--- src/hdl/led_matrix_row_refresh_serializer_core_macros.svh ---
// Assertion macros for the LED matrix row refresh serializer.
`ifndef LED_MATRIX_ROW_REFRESH_SERIALIZER_CORE_MACROS_SVH
`define LED_MATRIX_ROW_REFRESH_SERIALIZER_CORE_MACROS_SVH

// Check that a condition implies a consequence in the same cycle.
`define LMRRS_ASSERT_SAME(label, cond, cons, msg) \
  label: assert property (@(posedge clk) disable iff (!rst_n) (cond) |-> (cons)) \
    else $error(msg);

// Check that a condition implies a consequence in the next cycle.
`define LMRRS_ASSERT_NEXT(label, cond, cons, msg) \
  label: assert property (@(posedge clk) disable iff (!rst_n) (cond) |=> (cons)) \
    else $error(msg);

`endif

--- src/hdl/lmrrs_pkg.sv ---
// Shared types and constants for the LED matrix row refresh serializer.
package lmrrs_pkg;

  localparam int CHIP_COUNT_DEF = 4;
  localparam int CHIP_MAX       = 4;
  localparam int CHIP_W         = $clog2(CHIP_MAX);
  localparam int ROW_W          = 3;
  localparam int STORE_DEPTH    = CHIP_MAX * (2 ** ROW_W);
  localparam int ADDR_W         = CHIP_W + ROW_W;
  localparam int BYTE_W         = 8;
  localparam int BIT_CNT_W      = 4;

  typedef enum logic [1:0] {
    OP_REFRESH = 2'd0,
    OP_WRITE   = 2'd1,
    OP_BCAST   = 2'd2
  } lmrrs_op_t;

  typedef enum logic {
    ST_IDLE,
    ST_SHIFT
  } lmrrs_state_t;

  typedef struct packed {
    logic [1:0] operation;
    logic [4:0] frame_index;
    logic [7:0] byte_value;
    logic [3:0] cmd_address;
    logic [1:0] view_orientation;
  } lmrrs_in_t;

  typedef struct packed {
    logic serial_bit;
    logic frame_last;
  } lmrrs_out_t;

  typedef struct packed {
    logic              wr_en;
    logic [ADDR_W-1:0] wr_addr;
    logic [BYTE_W-1:0] wr_data;
    logic              rd_en;
    logic [ADDR_W-1:0] rd_addr;
  } lmrrs_mem_req_t;

endpackage

--- src/hdl/lmrrs_frame_mem.sv ---
// Frame store: 32 x 8 memory with registered read and per-entry valid bits.
module lmrrs_frame_mem
  import lmrrs_pkg::*;
(
  input  logic              clk,
  input  logic              rst_n,
  input  lmrrs_mem_req_t    mem_req,
  output logic [BYTE_W-1:0] rd_data
);

  logic [BYTE_W-1:0]      mem_r [STORE_DEPTH];
  logic [STORE_DEPTH-1:0] vld_r;
  logic [BYTE_W-1:0]      rd_data_r;

  // Write the array
  always_ff @(posedge clk) begin
    if (mem_req.wr_en) begin
      mem_r[mem_req.wr_addr] <= mem_req.wr_data;
    end
  end

  // Mark entries written since reset; unwritten entries read as zero
  always_ff @(posedge clk) begin
    if (!rst_n) begin
      vld_r <= '0;
    end else if (mem_req.wr_en) begin
      vld_r[mem_req.wr_addr] <= 1'b1;
    end
  end

  // Register read data; hold it between reads
  always_ff @(posedge clk) begin
    if (mem_req.rd_en) begin
      rd_data_r <= vld_r[mem_req.rd_addr] ? mem_r[mem_req.rd_addr] : '0;
    end
  end

  assign rd_data = rd_data_r;

endmodule

--- src/hdl/lmrrs_shifter.sv ---
// Sequencer: decodes items, scans rows, issues frame reads and writes and shifts out bits.
module lmrrs_shifter
  import lmrrs_pkg::*;
#(
  parameter int CHIP_COUNT = CHIP_COUNT_DEF
) (
  input  logic              clk,
  input  logic              rst_n,
  input  logic              in_valid,
  output logic              in_stall,
  input  lmrrs_in_t         in_data,
  output logic              out_valid,
  input  logic              out_stall,
  output lmrrs_out_t        out_data,
  output lmrrs_mem_req_t    mem_req,
  input  logic [BYTE_W-1:0] rd_data
);

  localparam logic [CHIP_W-1:0] LAST_CHIP = CHIP_W'(CHIP_COUNT - 1);

  lmrrs_state_t         state_r,       state_nxt;
  logic [ROW_W-1:0]     scan_row_r,    scan_row_nxt;
  logic [1:0]           last_orient_r, last_orient_nxt;
  logic [ROW_W-1:0]     row_r,         row_nxt;
  logic [CHIP_W-1:0]    chip_r,        chip_nxt;
  logic [BIT_CNT_W-1:0] bit_cnt_r,     bit_cnt_nxt;
  logic                 bcast_r,       bcast_nxt;
  logic [BYTE_W-1:0]    addr_byte_r,   addr_byte_nxt;
  logic [BYTE_W-1:0]    bdata_r,       bdata_nxt;
  logic                 out_valid_r,   out_valid_nxt;
  lmrrs_out_t           out_data_r,    out_data_nxt;
  logic [ROW_W-1:0]     row_sel;
  logic [BYTE_W-1:0]    cur_byte;

  // Control registers
  always_ff @(posedge clk) begin
    if (!rst_n) begin
      state_r       <= ST_IDLE;
      scan_row_r    <= '0;
      last_orient_r <= '0;
      out_valid_r   <= 1'b0;
    end else begin
      state_r       <= state_nxt;
      scan_row_r    <= scan_row_nxt;
      last_orient_r <= last_orient_nxt;
      out_valid_r   <= out_valid_nxt;
    end
  end

  // Working and payload registers
  always_ff @(posedge clk) begin
    row_r       <= row_nxt;
    chip_r      <= chip_nxt;
    bit_cnt_r   <= bit_cnt_nxt;
    bcast_r     <= bcast_nxt;
    addr_byte_r <= addr_byte_nxt;
    bdata_r     <= bdata_nxt;
    out_data_r  <= out_data_nxt;
  end

  // Restart the scan on an orientation change
  assign row_sel = (in_data.view_orientation != last_orient_r) ? '0 : scan_row_r;

  // Byte being shifted: address byte first, then row or broadcast data
  assign cur_byte = bit_cnt_r[BIT_CNT_W-1] ? (bcast_r ? bdata_r : rd_data) : addr_byte_r;

  // Next state, memory requests and output word
  always_comb begin
    state_nxt       = state_r;
    scan_row_nxt    = scan_row_r;
    last_orient_nxt = last_orient_r;
    row_nxt         = row_r;
    chip_nxt        = chip_r;
    bit_cnt_nxt     = bit_cnt_r;
    bcast_nxt       = bcast_r;
    addr_byte_nxt   = addr_byte_r;
    bdata_nxt       = bdata_r;
    out_valid_nxt   = out_valid_r;
    out_data_nxt    = out_data_r;

    mem_req         = '0;
    mem_req.wr_addr = in_data.frame_index;
    mem_req.wr_data = in_data.byte_value;
    mem_req.rd_addr = {chip_r, row_r};

    // Drop the output word once taken
    if (out_valid_r && !out_stall) begin
      out_valid_nxt = 1'b0;
    end

    case (state_r)
      ST_IDLE: begin
        if (in_valid) begin
          case (in_data.operation)
            OP_WRITE: begin
              mem_req.wr_en = 1'b1;
            end
            OP_REFRESH: begin
              last_orient_nxt = in_data.view_orientation;
              scan_row_nxt    = row_sel + 1'b1;
              row_nxt         = row_sel;
              chip_nxt        = '0;
              bit_cnt_nxt     = '0;
              bcast_nxt       = 1'b0;
              addr_byte_nxt   = BYTE_W'(row_sel) + 8'd1;
              mem_req.rd_en   = 1'b1;
              mem_req.rd_addr = {{CHIP_W{1'b0}}, row_sel};
              state_nxt       = ST_SHIFT;
            end
            OP_BCAST: begin
              chip_nxt      = '0;
              bit_cnt_nxt   = '0;
              bcast_nxt     = 1'b1;
              addr_byte_nxt = {4'd0, in_data.cmd_address};
              bdata_nxt     = in_data.byte_value;
              state_nxt     = ST_SHIFT;
            end
            default: begin
            end
          endcase
        end
      end
      ST_SHIFT: begin
        // Advance one bit when the output register is free
        if (!out_valid_r || !out_stall) begin
          out_valid_nxt           = 1'b1;
          out_data_nxt.serial_bit = cur_byte[3'd7 - bit_cnt_r[2:0]];
          out_data_nxt.frame_last = (bit_cnt_r == '1) && (chip_r == LAST_CHIP);
          bit_cnt_nxt             = bit_cnt_r + 1'b1;
          if (bit_cnt_r == '1) begin
            if (chip_r == LAST_CHIP) begin
              state_nxt = ST_IDLE;
            end else begin
              chip_nxt        = chip_r + 1'b1;
              mem_req.rd_en   = !bcast_r;
              mem_req.rd_addr = {chip_r + 1'b1, row_r};
            end
          end
        end
      end
      default: begin
        state_nxt = ST_IDLE;
      end
    endcase
  end

  assign in_stall  = (state_r != ST_IDLE);
  assign out_valid = out_valid_r;
  assign out_data  = out_data_r;

endmodule

--- src/hdl/led_matrix_row_refresh_serializer_core.sv ---
// Top level of the LED matrix row refresh serializer.
//
// Streams rows of a stored 32-byte frame to a daisy chain of CHIP_COUNT 8x8 LED
// matrix controllers, one serial bit per output word, MSB first, with frame_last
// set on the final bit (chip-select rise). A write word stores one frame byte. A
// refresh tick or broadcast shifts an address byte and a data byte to each chip
// in turn, and the input stays stalled until its last bit is shifted. Each chip's
// row byte is read from the frame memory (registered read) when the bit before
// its address byte is shifted, or when the refresh word is accepted for the first
// chip, so it is ready when the row byte begins to shift.
// The frame reads as all zeros after reset through per-entry valid bits, so no
// clearing pass is needed and words are taken from the first cycle after reset.
`include "led_matrix_row_refresh_serializer_core_macros.svh"

module led_matrix_row_refresh_serializer_core
  import lmrrs_pkg::*;
#(
  parameter int CHIP_COUNT = CHIP_COUNT_DEF
) (
  input  logic       clk,
  input  logic       rst_n,
  input  logic       in_valid,
  output logic       in_stall,
  input  lmrrs_in_t  in_data,
  output logic       out_valid,
  input  logic       out_stall,
  output lmrrs_out_t out_data
);

  lmrrs_mem_req_t    mem_req;
  logic [BYTE_W-1:0] rd_data;
  logic              in_take;
  logic              shift_start;

  lmrrs_shifter #(
    .CHIP_COUNT (CHIP_COUNT)
  ) u_shifter (
    .clk       (clk),
    .rst_n     (rst_n),
    .in_valid  (in_valid),
    .in_stall  (in_stall),
    .in_data   (in_data),
    .out_valid (out_valid),
    .out_stall (out_stall),
    .out_data  (out_data),
    .mem_req   (mem_req),
    .rd_data   (rd_data)
  );

  lmrrs_frame_mem u_frame_mem (
    .clk     (clk),
    .rst_n   (rst_n),
    .mem_req (mem_req),
    .rd_data (rd_data)
  );

  // Decode accepted words for the checks below
  assign in_take     = in_valid && !in_stall;
  assign shift_start = in_take && (in_data.operation inside {OP_REFRESH, OP_BCAST});

  // A refresh or broadcast word keeps the input stalled while it shifts
  `LMRRS_ASSERT_NEXT(a_busy_after_start, shift_start, in_stall, "shift did not start")
  // A frame write completes in its accept cycle
  `LMRRS_ASSERT_NEXT(a_write_one_cycle, in_take && in_data.operation == OP_WRITE, !in_stall, "write held the input")
  // Hold a stalled output word
  `LMRRS_ASSERT_NEXT(a_out_hold, out_valid && out_stall, out_valid && $stable(out_data), "stalled word changed")

endmodule
--- config.mk ---
export PLATFORM = sky130hd
export DESIGN_NAME = led_matrix_row_refresh_serializer_core
export DESIGN_NICKNAME = d
export VERILOG_FILES = /design/src/hdl/lmrrs_pkg.sv /design/src/hdl/lmrrs_frame_mem.sv /design/src/hdl/lmrrs_shifter.sv /design/src/hdl/led_matrix_row_refresh_serializer_core.sv
export VERILOG_INCLUDE_DIRS = /design/src /design/src/hdl
export SDC_FILE = /design/constraint.sdc
export NUM_CORES = 1
export LEC_CHECK = 0
export BUFFER_PORTS_ARGS = -buffer_cell sky130_fd_sc_hd__buf_2
export CAP_MARGIN = 10
export CORE_ASPECT_RATIO = 1.2
export CORE_MARGIN = 8
export CORE_UTILIZATION = 42
export CTS_BUF_LIST = sky130_fd_sc_hd__clkbuf_4 sky130_fd_sc_hd__clkbuf_8 sky130_fd_sc_hd__clkbuf_16
export DETAILED_ROUTE_END_ITERATION = 12
export PLACE_DENSITY = 0.68
export REMOVE_ABC_BUFFERS = 1
export SLEW_MARGIN = 20
export SYNTH_ARGS = -nofsm -noshare
export SYNTH_HDL_FRONTEND = slang
export SYNTH_SLANG_ARGS = --single-unit
--- constraint.sdc ---
create_clock -name clk -period 3.35 [get_ports clk]
set_input_delay 0.1675 -clock clk [delete_from_list [all_inputs] [get_ports clk]]
set_output_delay 0.1675 -clock clk [all_outputs]
set_load 0.02 [all_outputs]
## Yosys cells after proc, flatten, opt, wreduce, memory -nomap -nowiden

Memory sizes are Yosys's and may differ from the RTL's. A register that Yosys moved wholly into a read port is not among the register bits.
Index checks and enable logic that the tools add are counted.

| storage, ports and cells | value |
|---|---|
| logic and storage cells | 93 |
| memories | 1 |
| flip-flop bits (word level) | 67 |
| bits in read-only memories | 0 |
| bits in latches | 0 |
| bits in writable memories | 256 |

Memories:

| memory | depth | width | rd ports | clocked after memory_dff | write ports | RTL line | source |
|---|---|---|---|---|---|---|---|
| u_frame_mem.mem_r | 32 | 8 | 1 | 1 | 1 | lmrrs_frame_mem.sv:11 | `logic [BYTE_W-1:0] mem_r [STORE_DEPTH];` |

| cells by class | value |
|---|---|
| multiplexer cells | 41 |
| shifts and indexed selects | 0 |
| bitwise logic cells | 2 |
| magnitude comparators | 4 |
| reduce and logical (&&, ||, !) cells | 17 |
| $add $sub $neg | 5 |
| divide/modulo/power cells | 0 |
| eq/ne operators | 10 |
| $mul | 0 |

Operators by type and width:

| kind | number |
|---|---|
| $or A32 B32 Y32 | 1 |
| $mux W6 | 5 |
| $mux W1 | 16 |
| $mux W8 | 2 |
| $pmux W8 S2 | 1 |
| $lt A5 B6 Y1 const B | 2 |
| $mux W4 | 3 |
| $pmux W6 S2 | 1 |
| $reduce_and A3 Y1 | 4 |
| $mux W2 | 5 |
| $ne A2 B2 Y1 const B | 5 |
| $pmux W4 S2 | 1 |
| $bmux W1 S5 | 1 |
| $demux W1 S5 | 1 |
| $ge A5 B1 Y1 const B | 1 |
| $reduce_and A5 Y1 | 1 |
| $add A3 B1 Y4 const B | 1 |
| $add A4 B1 Y4 const B | 1 |
| $eq A2 B2 Y1 const B | 2 |
| $eq A4 B4 Y1 const B | 1 |
| $logic_not A1 Y1 | 4 |
| $lt A3 B4 Y1 const B | 1 |
| $pmux W1 S2 | 2 |
| $pmux W2 S2 | 1 |
| 14 further kinds | 16 |

## Depth between registers and ports, before layout

Gate-level depths: netlist of run 1.

| depth | value |
|---|---|
| word-level depth | 8 |
| mapped depth | 12 |
| gate-level depth less buffers | 9 |

## By module

From an unflattened synthesis of run 1, not the netlist that was laid out.

| second synthesis, totals | value |
|---|---|
| cell total of the unflattened synthesis | 761 |
| area total of the unflattened synthesis | 13296.5 um^2 |

Modules (own cells, without submodules):

| module | cells an instance | area each (um^2) | times used |
|---|---|---|---|
| lmrrs_frame_mem | 613 | 11596.1 | 1 |
| lmrrs_shifter | 148 | 1700.4 | 1 |

## Worst setup path before layout of run 1

No wires, ideal clock.

| timing | value |
|---|---|
| kind | flip-flop to flip-flop |
| start | register u_shifter.state_r, in the netlist u_shifter.in_stall |
| end | register u_frame_mem.rd_data_r[0], in the netlist u_frame_mem.rd_data[0] (read register of u_frame_mem.mem_r), data pin |
| data required time | 3.084 ns |
| buffers on the path | 2 |
| setup time | 0.266 ns |
| arrival | 2.322 ns |
| path slack | 0.762 ns |
| stages on the path, launching flop included | 10 |
| period minus slack after synthesis | 2.588 ns |
| path through | dfxtp_1 > a21bo_2 > or2_2 > clkbuf_1 > a31oi_1 > clkbuf_1 > a2111o_1 > a21oi_1 > o31ai_1 > a21oi_1 |

| between the ends | value |
|---|---|
| cells in the longest elaborated chain, start to end | 5 |

RTL lines:

| element | RTL line | source |
|---|---|---|
| start: declaration | lmrrs_shifter.sv:21 | `lmrrs_state_t state_r, state_nxt;` |
| start signal: assignment | lmrrs_shifter.sv:43 | `state_r <= state_nxt;` |
| $not A1 Y1 (no source line) | - |  |
| $pmux W6 S2 (*) | lmrrs_shifter.sv:91 | `case (state_r)` |
| $bmux W1 S5 | lmrrs_frame_mem.sv:34 | `rd_data_r <= vld_r[mem_req.rd_addr] ? mem_r[mem_req.rd_addr] : '0;` |
| $mux W1 (implied by the code) | lmrrs_frame_mem.sv:34 |  |
| $logic_not A1 Y1 (no source line) | - |  |
| end: declaration | lmrrs_frame_mem.sv:13 | `logic [BYTE_W-1:0] rd_data_r;` |

Every way passes the cells marked *; elsewhere a longest branch is shown, timed or not. The select of a mux whose other input is x is not followed.
A chain may end at the register's enable or synchronous reset.

## Worst setup path in the final report of run 1

| timing | value |
|---|---|
| start | register u_shifter.state_r, in the netlist u_shifter.in_stall |
| end | register u_frame_mem.rd_data_r[6], in the netlist u_frame_mem.rd_data[6] (read register of u_frame_mem.mem_r), data pin |

Same word-level chain as after synthesis.

==> impl_metrics.csv, run 1 <==
group,metric,value,unit
global_routing,gr-usage-all-layers,18.4,%
layout,fill_cells,2731,
synthesis,post_synth_num_cell_types,69,
floorplanning,die_h,213,um
global_routing,antenna_found_initial,3,
sta,fin_skew,0.0180,ns
floorplanning,die_area,38500,um2
critical_path,worst-path-buf-inv,2,
layout,areaGrowthSynthToFinish,15.1,%
layout,fin_cells,1503,
synthesis,ys_ff_latch,327,
cts,cts_tree,"built",
routing,vias,8863,
synthesis,netlist.top_cell.by_area,"edfxtp_1",
synthesis,ys.flop_type,"edfxtp_1",
synthesis,synth_most_common_cell,"edfxtp_1",
critical_path,path_common_cell,"a21oi_1",
cts,path_clk_slew,0.06,ns
sta,tightest_slew,1.03,ns
layout,multi_input_area,3860,um2
synthesis,seq_area_frac_synth,69.2,%
layout,ff_latch_area,9430,um2
placement,placed_area,14400,um2
critical_path,r2r-start,"u_shifter.in_stall",
routing,vias_per_cell,5.90,
routing,wl,36100,um
sta,finalCritPeriodShare,95.1,%
sta,relSlewSlack,30.8,%
critical_path,crit_required,3.59,ns
power,peakVddDrop,0.000653,V
sta,drv_slew,0,
critical_path,slowest_delay,0.57,ns
layout,nNetsFinal,1098,
sta,final_hold_viol_count,0,
placement,place_hpwl,23400,um
sta,setup-violations-final,0,
status,status,"finished clean",
cts,clockBufferDepth,3,
critical_path,crit_end,"u_frame_mem.rd_data[6]",
layout,drive_above_1_share,18.6,%
routing,wire_per_inst,24.0,um
critical_path,critPathMaxFanout,21,
global_routing,grt_overflow_total,0,
layout,final_area,15700,um2
routing,dr.pass1.iters,5,
synthesis,synth_top_cell_area_share,63.5,%
critical_path,crit_path_start,"u_shifter.in_stall",
routing,dr.first_iter.drc_count,990,
critical_path,path_cells,"or4b_4 > clkinv_4 > nand4_4 > nand2_8 > buf_12 > mux2i_1 > a2111o_1 > a21oi_1 > o31ai_1 > a21oi_1",
floorplanning,core_area,32100,um2
critical_path,worstPathArrival,3.43,ns
synthesis,synth_area_leaders,"edfxtp_1, dfxtp_1, nand2_1",
synthesis,async_reset_ff_share,0,%
synthesis,synth.top_cells.by_count,"edfxtp_1, nand2_1, nor2_1",
placement,gp_congestion,0.898,
cts,htreeDepth,2,
critical_path,path_delay_family,"simple AND/OR/NAND/NOR gates",
power,swShare,21.8,%
floorplanning,io_pins,29,
floorplanning,die_w,180,um
flow_run,drv_cap,0,
critical_path,rr_worst_depth,10,
power,p_switching,1.91,mW
synthesis,syn_area_per_cell,13.7,um2
critical_path,r2r_setup_slack,0.16,ns
floorplanning,rows,72,
power,p_comb_share,6.3,%
synthesis,synth_edf_count,288,
cts,clockRootBuffer,"clkbuf_16",
power,leakage,5.44,nW
global_routing,grt_pass1_wl,53800,um
power,p_int,6.84,mW
synthesis,syn_inst,994,
critical_path,cp.depth,10,
global_routing,grt_pass1_vias,8834,
floorplanning,initial_core_util,42.5,%
placement,dpl.cell_count,1433,
synthesis,ys_warn_count,0,
cts,clock-sinks,327,
critical_path,critPathKind,"reg2reg",
critical_path,cp-start-kind,"register",
sta,period_minus_slack,3.19,ns
routing,drc,0,
global_routing,grt_max_degree,40,
power,seq_power_share,51.2,%
power,clkPwrFrac,42.5,%
placement,port_buffers,28,
sta,grt_setup_unrepaired,"false",
cts,clk_latency,0.52,ns
power,power_density,559,nW/um2
routing,drtAntennaViolNets,0,
sta,fmax,314,MHz
cts,cts_buffers,34,
critical_path,cp_slowest_cell,"or4b_4",
cts,post_cts_buffers,0,
critical_path,cp-end-kind,"register",
hold_path,hold_path.class,"in2reg",
critical_path,reg2reg_to,"u_frame_mem.rd_data[6]",
synthesis,syn_area,13600,um2
## sequential cells by signal (all words and copies together), names as in the netlist
name and cells:
u_frame_mem.mem_r 256, u_frame_mem.vld_r 32, u_frame_mem.rd_data 8, u_shifter.bdata_r 8, u_shifter.addr_byte_r 4, u_shifter.bit_cnt_r 4
u_shifter.row_r 3, u_shifter.scan_row_r 3, u_shifter.chip_r 2, u_shifter.last_orient_r 2, u_shifter.out_data 2, u_shifter.bcast_r 1
u_shifter.in_stall 1, u_shifter.out_valid 1
## worst min-delay path by stage
stage,from,to,depth (start not counted)
floorplan,in_data[6],u_frame_mem.mem_r[0][0],0
global placement,out_stall,u_shifter.out_valid,3
detailed placement,out_stall,u_shifter.out_valid,3
CTS,in_data[2],u_shifter.addr_byte_r[0],3
global route,in_data[2],u_shifter.addr_byte_r[0],3
finish,in_data[2],u_shifter.addr_byte_r[0],3
## power by group through the flow
stage               logic (mW)  clock network [mW]  registers (mW)
detailed placement       0.529                   0            4.57
global placement         0.522                   0            4.57
finish                   0.549                3.73            4.48
CTS                      0.538                3.76            4.48
global route             0.583                3.90            4.48
floorplan                0.266                   0            4.57
## metrics by stage
step	TNS, ns	hold slack [ns]	worst slack [ns]	utilization (%)	total power [mW]
floorplan	0	0.266	0.0258	-	4.83
global placement	-0.0573	0.437	-0.0573	45.0	5.09
detailed placement	-0.0653	0.446	-0.0648	45.0	5.10
CTS	0	0.00356	0.0301	48.7	8.78
global route	0	0.0431	0.0382	48.8	8.97
finish	0	0.0195	0.163	48.9	8.76
## cells in the final DEF (no fill, tap or decap), types with 8 or more instances in the layout
cell type,synthesis,layout
nor2_1,53,52
o21ai_0,18,18
o21a_1,32,32
buf_4,5,60
a21oi_1,34,34
a32oi_1,10,10
a311oi_1,14,13
nand4_1,13,13
nand3_1,32,32
dfxtp_1,39,39
edfxtp_1,288,288
nand2_1,145,145
a2111o_1,12,12
a31oi_1,18,17
mux2_2,20,20
o22ai_1,12,12
inv_1,8,8
clkbuf_16,0,37
buf_2,22,28
and3_1,35,35
a211oi_1,10,10
o21ai_1,14,14
mux2i_1,26,26
## cell type report
class,instances,share of cell area [%]
flip-flops and latches,327,60.2
clock inverters,16,0.647
repair buffers,97,4.54
well taps,407,3.25
inverters,9,0.248
clock buffers,46,6.46
diodes,2,0.0319
multi-input cells,599,24.6
## repair_timing
| item | CTS | global route |
|---|---|---|
| endpoints found under the hold margin | 6 | 0 |
| resized for setup | 1 | 7 |
| setup endpoints to repair | 1 | 7 |
| pin swaps | 0 | 0 |
| hold buffers | 6 | 0 |
## per-layer routing
metal | part of all wire (%) | global-route usage (%)
met2 | 50 | 31.4
met4 | 3.2 | 7.39
met3 | 7.0 | 3.01
met1 | 40 | 23.3
met5 | 0 | 0
## worst reg2reg max path: cells and delay by family (launching register included)
kind,cells,cell delay (ns)
simple gates,3,1.04
compound gates,4,0.98
buf+inv,2,0.37
flops,1,0.31
mux,1,0.22
## cell families (layout without fill, tap and decap cells)
group,Yosys count,count (layout),share of synthesized area (%)
simple gates,323,323,11.4
fa+ha+maj,5,5,0.459
xor+xnor,7,7,0.560
compound gates,213,213,11.2
flops,327,327,69.2
other cells,0,2,0
mux,51,51,4.39
buf+inv,68,168,2.76
Power figures use the tool's default switching activity.
==> run 2, diff against run 1 <==
--- a/config.mk
+++ b/config.mk
@@ -6,6 +6,7 @@
 export SDC_FILE = /design/constraint.sdc
 export NUM_CORES = 1
 export LEC_CHECK = 0
+export ABC_AREA = 1
 export BUFFER_PORTS_ARGS = -buffer_cell sky130_fd_sc_hd__buf_2
 export CAP_MARGIN = 10
 export CORE_ASPECT_RATIO = 1.2
==> run 2 against run 1 <==
Compared with the run above: global-route usage down 0.68 points; die area is 6.6% higher; critical path depth grew 2; final cell count rose by 29%; power is essentially flat; first-iteration DRC count decreased by 4.6%; count of clock-buffer cells in the layout decreased by 5; clock skew shrank 0.0080 ns; non-clock buffer count down 9.
==> impl_metrics.csv, run 2 <==
group,metric,value,unit
sta,tightest_slew,1.10,ns
floorplanning,rows,75,
synthesis,synth_edf_count,288,
routing,wire_per_inst,18.6,um
critical_path,critPathMaxFanout,25,
floorplanning,initial_core_util,42.2,%
flow_run,drv_cap,0,
synthesis,synth_area_leaders,"edfxtp_1, nand3_1, nand3b_1",
synthesis,post_synth_num_cell_types,36,
power,leakage,6.50,nW
status,status,"finished clean",
synthesis,syn_inst,1404,
critical_path,r2r_setup_slack,0.37,ns
global_routing,antenna_found_initial,4,
sta,relSlewSlack,26.6,%
layout,nNetsFinal,1480,
global_routing,gr-usage-met2,30.3,%
global_routing,use_met3,2.60,%
sta,period_minus_slack,2.98,ns
critical_path,crit_required,3.77,ns
synthesis,ys.flop_type,"edfxtp_1",
hold_path,whs_path_depth,5,
global_routing,met1_usage,21.9,%
placement,port_buffers,28,
layout,largest_reg_flops,256,
global_routing,grt_overflow_total,0,
global_routing,grt_pass1_vias,10100,
cts,htreeDepth,1,
critical_path,reg2reg_to,"u_frame_mem.rd_data[2]",
floorplanning,die_w,186,um
cts,cts_tree,"built",
sta,fmax,335,MHz
layout,mostFrequentLayoutCells,"nand3_1, edfxtp_1, nand2_1",
critical_path,rr_worst_depth,12,
layout,top_register,"u_frame_mem.mem_r",
placement,pre_cts_ws,0.380,ns
floorplanning,die_h,220,um
placement,dpl.cell_count,1868,
sta,drv_slew,0,
layout,areaGrowthSynthToFinish,13.5,%
sta,grt_setup_unrepaired,"false",
routing,vias_per_cell,5.28,
global_routing,grt.busiest_layer,"met2",
hold_path,hold_path.class,"in2reg",
critical_path,cp-start-kind,"register",
cts,clockBufferDepth,3,
routing,dr.pass1.iters,5,
sta,whs,0.0570,ns
power,peakVddDrop,0.000388,V
cts,clockRootBuffer,"clkbuf_16",
synthesis,seq_area_frac_synth,64.6,%
layout,drive_above_1_share,10.2,%
floorplanning,core_area,34600,um2
critical_path,worstPathArrival,3.40,ns
synthesis,syn_area_per_cell,10.4,um2
synthesis,ys_warn_count,0,
critical_path,cp-end-kind,"register",
power,power_density,528,nW/um2
synthesis,netlist.top_cell.by_area,"edfxtp_1",
cts,cts_resized,0,
routing,wl,36000,um
layout,finish.utilization,47.9,%
routing,drtAntennaViolNets,0,
floorplanning,die_area,41000,um2
routing,dr.first_iter.drc_count,944,
global_routing,grt_pass1_wl,56500,um
floorplanning,io_pins,29,
placement,gp_congestion,0.867,
hold_path,holdPathEnd,"u_shifter.in_stall",
sta,finalCritPeriodShare,89.0,%
cts,cts_buffers,31,
critical_path,r2r-start,"u_shifter.in_stall",
cts,clk_latency,0.56,ns
synthesis,synth_top_cell_area_share,59.2,%
synthesis,synth.top_cells.by_count,"edfxtp_1, nand3_1, nand2_1",
global_routing,grt_max_degree,143,
hold_path,min_from,"in_valid",
synthesis,ys_ff_latch,327,
routing,vias,10200,
sta,fin_skew,0.0100,ns
layout,fin_cells,1938,
cts,path_clk_slew,0.06,ns
placement,place_hpwl,21800,um
sta,setup-violations-final,0,
critical_path,critPathKind,"reg2reg",
routing,drc,0,
sta,fin_ws,0.368,ns
cts,post_cts_buffers,0,
cts,clock-sinks,327,
global_routing,gr-usage-all-layers,17.7,%
layout,top_regs,"u_frame_mem.mem_r x256, u_frame_mem.vld_r x32",
synthesis,async_reset_ff_share,0,%
synthesis,syn_area,14600,um2
sta,final_hold_viol_count,0,
-- run 2: kinds of logic after synthesis --
| logic type | Yosys count | synth area share [%] |
|---|---|---|
| fa+ha+maj | 5 | 0.428 |
| simple gates | 768 | 25.6 |
| flops | 327 | 64.6 |
| compound gates | 40 | 1.73 |
| buf+inv | 262 | 7.60 |
| xor+xnor | 2 | 0.120 |
-- run 2: routing by layer --
metal	wire (um)	up-vias
met5	27	-
li1	-	4846
met4	1470	4
met3	2240	88
met1	14400	4954
met2	17800	346
-- run 2: power by group --
part	switching, mW	total [mW]	internal [mW]	leakage (nW)
registers	0.0208	4.49	4.47	2.92
clock network	1.49	3.66	2.17	0.543
logic	0.433	0.603	0.170	3.04
total	1.94	8.75	6.81	6.50
-- run 2: cell type report --
cell class	instances	area, um2
Sequential cell	327	9430
Antenna cell	2	5.00
Clock inverter	16	191
Timing Repair Buffer	88	693
Clock buffer	41	888
Tap cell	462	578
Multi-Input combinational cell	815	4090
Inverter	187	702
Fill cell	3069	18100
-- run 2: how the worst max path moves through the flow --
stage	startpoint	slack (ns)	end	depth (start not counted)
final	u_shifter.in_stall	0.37	u_frame_mem.rd_data[2]	12
after global routing	u_shifter.in_stall	0.13	u_frame_mem.rd_data[2]	12
after CTS	u_shifter.in_stall	0.37	u_frame_mem.rd_data[2]	12
after detailed placement	u_shifter.in_stall	0.38	u_frame_mem.rd_data[2]	12
after global placement	u_shifter.in_stall	0.50	u_frame_mem.rd_data[6]	15
after floorplan	u_shifter.in_stall	-1.51	u_frame_mem.rd_data[0]	14
-- run 2: worst max-delay path: stages (launching register included) --
cell,delay (ns)
dfxtp_1,0.42
nor2_4,0.18
nand2_4,0.09
inv_2,0.12
nand2_2,0.22
o21ai_4,0.80
buf_4,0.37
nand3_1,0.10
nand3_1,0.07
nand3_1,0.09
nand3_1,0.11
nand2_2,0.12
nor2_1,0.14
-- run 2: stage by stage --
stage / setup TNS, ns / power (mW) / instance area (um2)
floorplan: -12.05 / 4.90 / 14200
CTS: 0 / 8.81 / 16600
global placement: 0 / 5.16 / 15400
detailed placement: 0 / 5.17 / 15400
finish: 0 / 8.75 / 16600
global route: 0 / 9.01 / 16600
-- run 2: repair_timing --
action / CTS / global route
setup endpoints to repair: 0 / 0
hold buffers: 11 / 0
hold endpoints to repair: 14 / 0
